**src/spps_pkg.sv**
```systemverilog
// ----------------------------------------------------------------------------
// spps_pkg
// Shared types, constants and tables for the sphere preview pixel shader.
// ----------------------------------------------------------------------------
package spps_pkg;

    localparam int PREVIEW_SIZE_DEF = 96;
    localparam int PIX_W            = 7;
    localparam int CFG_W            = 9;
    localparam int IDX_W            = 3;
    localparam int CH_W             = 8;

    typedef enum logic [IDX_W-1:0] {
        CFG_ALBEDO_RED   = 3'd0,
        CFG_ALBEDO_GREEN = 3'd1,
        CFG_ALBEDO_BLUE  = 3'd2,
        CFG_METALLIC     = 3'd3,
        CFG_ROUGHNESS    = 3'd4,
        CFG_ROTATION     = 3'd5
    } t_cfg_idx;

    localparam logic [CH_W-1:0] BG_RED   = 8'd24;
    localparam logic [CH_W-1:0] BG_GREEN = 8'd24;
    localparam logic [CH_W-1:0] BG_BLUE  = 8'd28;

    localparam logic signed [15:0] LIGHT_X = 16'sd5771;
    localparam logic signed [15:0] LIGHT_Y = 16'sd12366;
    localparam logic signed [15:0] LIGHT_Z = 16'sd9068;
    localparam logic signed [15:0] HALF_X  = 16'sd3274;
    localparam logic signed [15:0] HALF_Y  = 16'sd7015;
    localparam logic signed [15:0] HALF_Z  = 16'sd14440;

    localparam logic [16:0] ROOT2_Q16 [8] = '{
        17'd92682, 17'd77936, 17'd71468, 17'd68438,
        17'd66971, 17'd66250, 17'd65892, 17'd65714
    };
    localparam logic [15:0] LN2_Q16 = 16'd45426;

    localparam int TRIG_N = 46;
    typedef logic [TRIG_N-1:0][14:0] t_trig_tab;

    localparam longint unsigned Q30_ONE = 64'd1 << 30;
    localparam longint unsigned PI_Q30  = 64'd3373259426;

    function automatic logic [14:0] to_q14(input longint unsigned v30);
        longint unsigned r;
        r = (v30 + (64'd1 << 15)) >> 16;
        if (r > 64'd16384) begin
            r = 64'd16384;
        end
        return r[14:0];
    endfunction

    // Taylor series on 0..45 degrees, evaluated at elaboration
    function automatic t_trig_tab trig_table(input logic want_cos);
        t_trig_tab       tab;
        longint unsigned r;
        longint unsigned r2;
        longint unsigned t;
        tab = '0;
        for (int e = 0; e < TRIG_N; e++) begin
            r  = longint'(e) * PI_Q30 / 180;
            r2 = (r * r) >> 30;
            if (want_cos) begin
                t = Q30_ONE - r2 / 56;
                t = Q30_ONE - ((r2 * t) >> 30) / 30;
                t = Q30_ONE - ((r2 * t) >> 30) / 12;
                t = Q30_ONE - ((r2 * t) >> 30) / 2;
                tab[e] = to_q14(t);
            end else begin
                t = Q30_ONE - r2 / 42;
                t = Q30_ONE - ((r2 * t) >> 30) / 20;
                t = Q30_ONE - ((r2 * t) >> 30) / 6;
                tab[e] = to_q14((r * t) >> 30);
            end
        end
        return tab;
    endfunction

    localparam t_trig_tab SIN_TAB = trig_table(1'b0);
    localparam t_trig_tab COS_TAB = trig_table(1'b1);

    typedef struct packed {
        logic [CFG_W-1:0]  albedo_red;
        logic [CFG_W-1:0]  albedo_green;
        logic [CFG_W-1:0]  albedo_blue;
        logic [CFG_W-1:0]  metallic;
        logic [14:0]       pq8;
        logic signed [15:0] sin_q14;
        logic signed [15:0] cos_q14;
    } t_cfg;

    typedef struct packed {
        logic        in_disc;
        logic [14:0] diffuse;
    } t_side;

endpackage

```
**src/spps_mix.sv**
```systemverilog
// ----------------------------------------------------------------------------
// spps_mix
// Albedo times diffuse plus weighted specular, scaled to 8-bit channels;
// pixels outside the disc get the background colour.
module spps_mix
    import spps_pkg::*;
(
    input  logic            i_clk,
    input  logic            i_rst_n,
    input  logic            i_en,
    input  logic            i_valid,
    input  logic [15:0]     i_pow,
    input  t_side           i_side,
    input  t_cfg            i_cfg,
    output logic            o_valid,
    output logic [CH_W-1:0] o_red,
    output logic [CH_W-1:0] o_green,
    output logic [CH_W-1:0] o_blue,
    output logic            o_inside
);

    function automatic logic [CH_W-1:0] chan(input logic [23:0] ad,
                                            input logic [24:0] sp);
        logic [25:0] s;
        logic [33:0] m;
        logic [11:0] v;
        s = 26'(ad) + 26'(sp);
        m = {s, 8'd0} - 34'(s);
        v = m[33:22];
        return (v > 12'd255) ? 8'd255 : v[7:0];
    endfunction

    logic [24:0] r_spec;
    logic [23:0] r_ar, r_ag, r_ab;
    logic        r_in, r_vld;

    always_ff @(posedge i_clk) begin
        if (i_en) begin
            r_spec <= 25'(i_pow) * 25'(i_cfg.metallic);
            r_ar   <= 24'(i_cfg.albedo_red) * 24'(i_side.diffuse);
            r_ag   <= 24'(i_cfg.albedo_green) * 24'(i_side.diffuse);
            r_ab   <= 24'(i_cfg.albedo_blue) * 24'(i_side.diffuse);
            r_in   <= i_side.in_disc;
        end
    end

    logic [CH_W-1:0] r_red, r_green, r_blue;
    logic            r_o_in, r_o_vld;

    always_ff @(posedge i_clk) begin
        if (i_en) begin
            r_red   <= r_in ? chan(r_ar, r_spec) : BG_RED;
            r_green <= r_in ? chan(r_ag, r_spec) : BG_GREEN;
            r_blue  <= r_in ? chan(r_ab, r_spec) : BG_BLUE;
            r_o_in  <= r_in;
        end
    end

    always_ff @(posedge i_clk) begin
        if (!i_rst_n) begin
            r_vld   <= 1'b0;
            r_o_vld <= 1'b0;
        end else if (i_en) begin
            r_vld   <= i_valid;
            r_o_vld <= r_vld;
        end
    end

    assign o_valid  = r_o_vld;
    assign o_red    = r_red;
    assign o_green  = r_green;
    assign o_blue   = r_blue;
    assign o_inside = r_o_in;

endmodule

```
**config.mk**
```make
export PLATFORM = sky130hd
export DESIGN_NAME = spps_mix
export DESIGN_NICKNAME = d
export VERILOG_FILES = /design/src/spps_pkg.sv /design/src/spps_mix.sv
export SDC_FILE = /design/constraint.sdc
export NUM_CORES = 2
export LEC_CHECK = 0
export BUFFER_PORTS_ARGS = -buffer_cell sky130_fd_sc_hd__buf_2
export CORE_AREA = 2 2 300 184
export DETAILED_ROUTE_END_ITERATION = 6
export DIE_AREA = 0 0 302 186
export GPL_TIMING_DRIVEN = 0
export PLACE_DENSITY_LB_ADDON = 0.12
export SYNTH_ARGS = -nofsm -noshare
export SYNTH_HDL_FRONTEND = slang
export SYNTH_SLANG_ARGS = --single-unit
```
**constraint.sdc**
```tcl
create_clock -name i_clk -period 13.7 [get_ports i_clk]
set_input_delay 1.37 -clock i_clk [delete_from_list [all_inputs] [get_ports i_clk]]
set_output_delay 1.37 -clock i_clk [all_outputs]
set_load 0.005 [all_outputs]
```
==> flow_summary.ini <==
[run_status]
status = finished, final reports clean

[die]
initial_core_util = 0.495
pin_count = 145
die_y_um = 186
die_w_um = 302
num_rows = 66
dieArea_um2 = 56200
coreArea_um2 = 53400

[worst_setup_path]
crit-reg2reg-launch = r_spec[0]$_DFFE_PP_
max_stage_delay_ps = 870
worst-path-buf-inv = 4
worstSetupStartpointType = input port
crit_chain = clkbuf_1, clkbuf_1, nand2_1, fa_1, fa_1, fa_1, fa_1, inv_1, ha_1, inv_1, o21ai_0, a21oi_1, o21ai_0, a41oi_1, a2111oi_0, nor3_1, o31ai_1, a21oi_1, xnor2_1
cp_data_arrival_time_ps = 7730
crit_start = i_side[5]
setup.worst_path.class = in2reg
crit_path_end_kind = flip-flop
slowest_stage = clkbuf_1
crit_family = adder cells
crit_required_ps = 13890
critPathMaxFanout = 10
crit_top_cell = fa_1

[placed_design]
gp_congestion = 0.940
dpl-instance-area_um2 = 27700
port_buffers = 73
dp_hpwl_um = 63700

[yosys]
synthFlopType = edfxtp_1
syn_area_um2 = 26400
netlist.area_leader.share = 0.286
synth_seq_cells = 125
synth_edf_count = 123
yosysSeqAreaShare = 0.141
syn-num-nets = 3765
synth_area_leaders = fa_1, ha_1, edfxtp_1
synth_top_cell_by_area = fa_1
synthArstFlopShare = 0
ys_types = 80
synth_warnings = 0
syn_avg_cell_area_um2 = 8.91
syn_inst = 2968

[timing]
worst_pin_slew_ps = 1090
fin_crit_ps = 7540
setup_viol_count_final = 0
hold_viol_final = 0
fin_skew_ps = 6.03
tns_ps = 0
fin_crit_sh = 0.550
final_max_slew_viol_count = 0
max_slew_margin = 0.274
rsz0062_at_grt = false
fmax_mhz = 133

[layout]
final_nets = 3858
fillers = 5044
final_area_um2 = 28300
register_area_um2 = 3730
syn2layout_area_growth_pct = 6.87
multi_input_area_um2 = 20500
layout-drive-gt1-share = 0.0436

[drt]
drcViolationCount = 0
dr_total_vias = 21200
avgRoutedWirePerCell_um = 19.8
finalWirelength_um = 75200
drt-initial-drc-count = 1660
final_antenna_net_count = 0
via_per_inst = 5.61
firstDrtPassIters = 6

[global_route]
grt_overflow = 0
grt_start_max_net_pins = 75
grt_usage = 0.278
grt_pass1_vias = 21200
grt_first_pass_wirelength_um = 119000
grt_antenna_before_repair = 6

[clock_tree]
cts_buffers = 17
htree_num_levels = 4
clock-root-buffer = clkbuf_16
clock_latency_ps = 450
cts_hold_buf = 0
cts_tree = done
cts_setup_buffers = 0
clkTransAtPathRegs_ps = 50
cts.sinks = 125
clock_path_buffers = 2
cts_resized = 0

[job]
cap_violations = 0

[worst_hold_path]
hp-start = o_valid$_SDFFE_PN0P_
hold_class = reg2reg
==> registers in the layout, indices dropped and copies added (netlist names) <==
name,cells
o_blue,8
o_green,8
o_inside,1
o_red,8
o_valid,1
r_ab,24
r_ag,24
r_ar,24
r_in,1
r_spec,25
r_vld,1
==> tightest hold or removal path, cell delays in order (launching register included) <==
cell     delay (ps)
dfxtp_1         320
mux2i_1          60
nor2b_1         100
==> worst paths after layout <==
kind | to | slack (ps) | depth (start not counted)
hold reg to reg | o_valid$_SDFFE_PN0P_ | 520 | 2
setup reg to reg | o_red[2]$_SDFFCE_PN0P_ | 6810 | 24
hold / removal | o_valid$_SDFFE_PN0P_ | 520 | 2
setup / recovery | r_ab[23]$_DFFE_PP_ | 6160 | 19
==> metal layers <==
| layer | wire [um] | up-vias | GRT usage |
|---|---|---|---|
| met2 | 31100 | 680 | 0.408 |
| met4 | 721 | 0 | 0.0392 |
| met3 | 6760 | 58 | 0.0659 |
| met1 | 36600 | 10600 | 0.424 |
| li1 | - | 9916 | - |
| met5 | 0 | - | 0 |
==> synthesized netlist by cell type, types with 5 or more instances <==
library cell / n
inv_1: 480
nand2_1: 416
fa_1: 378
ha_1: 300
and2_1: 216
a21oi_1: 154
edfxtp_1: 123
clkbuf_1: 93
nor2_1: 89
xnor2_1: 85
o21ai_0: 81
a21o_1: 62
xor2_1: 52
nand3_1: 43
nor3_1: 37
o21a_1: 29
nand2b_1: 23
a211oi_1: 21
nor2b_1: 20
a31oi_1: 18
and3_1: 18
o211ai_1: 15
o21bai_1: 15
nand4_1: 11
or2_2: 11
buf_1: 10
a21boi_0: 8
a41oi_1: 8
o31ai_1: 8
or3_1: 8
a2111oi_0: 7
nor4_1: 7
o31a_1: 7
a211o_1: 6
or4_1: 6
a31o_2: 5
and4_1: 5
mux2i_1: 5
nor3b_1: 5
o41a_1: 5
==> final cells by class <==
type / count / area share
clock buffers: 20 / 0.0155
clock inverters: 10 / 0.00270
repair buffers: 74 / 0.0141
plain buffers: 108 / 0.0147
multi-input cells: 2255 / 0.725
well taps: 714 / 0.0316
diodes: 4 / 0.000354
flip-flops and latches: 125 / 0.132
inverters: 480 / 0.0638
==> cell usage in the layout (no fill, tap or decap), types with 6 or more instances in the layout <==
| cell | count |
|---|---|
| and3_1 | 18 |
| a21boi_0 | 8 |
| a2111oi_0 | 7 |
| fa_1 | 378 |
| o31a_1 | 7 |
| or4_1 | 6 |
| buf_2 | 76 |
| a211o_1 | 6 |
| o31ai_1 | 8 |
| clkbuf_16 | 17 |
| nor4_1 | 7 |
| inv_1 | 480 |
| buf_1 | 10 |
| nand3_1 | 43 |
| nand4_1 | 11 |
| edfxtp_1 | 123 |
| xor2_1 | 52 |
| a31oi_1 | 18 |
| o21a_1 | 29 |
| ha_1 | 300 |
| a41oi_1 | 8 |
| or3_1 | 8 |
| a21oi_1 | 154 |
| or2_2 | 11 |
| a21o_1 | 62 |
| and2_1 | 216 |
| xnor2_1 | 85 |
| nor2b_1 | 20 |
| o21ai_0 | 81 |
| nor3_1 | 37 |
| nand2_1 | 416 |
| nor2_1 | 89 |
| clkbuf_1 | 96 |
| o211ai_1 | 15 |
| a211oi_1 | 21 |
| nand2b_1 | 23 |
| o21bai_1 | 15 |
==> cell families after synthesis <==
family	share of synthesized area
AO/OA/AOI/OAI	0.125
XOR/XNOR	0.0454
adder cells (fa/ha/maj)	0.429
buffers and inverters	0.0838
flip-flops	0.141
multiplexers	0.00317
AND/OR/NAND/NOR	0.172
==> through the flow <==
step | utilization | hold WS (ps) | setup WS [ps] | std cells
final | 0.529 | 521 | 6160 | 3790
after CTS | 0.529 | 520 | 6330 | 3786
after global placement | 0.518 | 492 | 5850 | 3755
after detailed placement | 0.519 | 504 | 5880 | 3756
after floorplan | - | 482 | 7230 | 2968
after global routing | 0.529 | 544 | 5760 | 3786
Power is left out: the tool's default activity adds up to more than one toggle a clock period on the data nets, which glitch-free logic cannot reach.
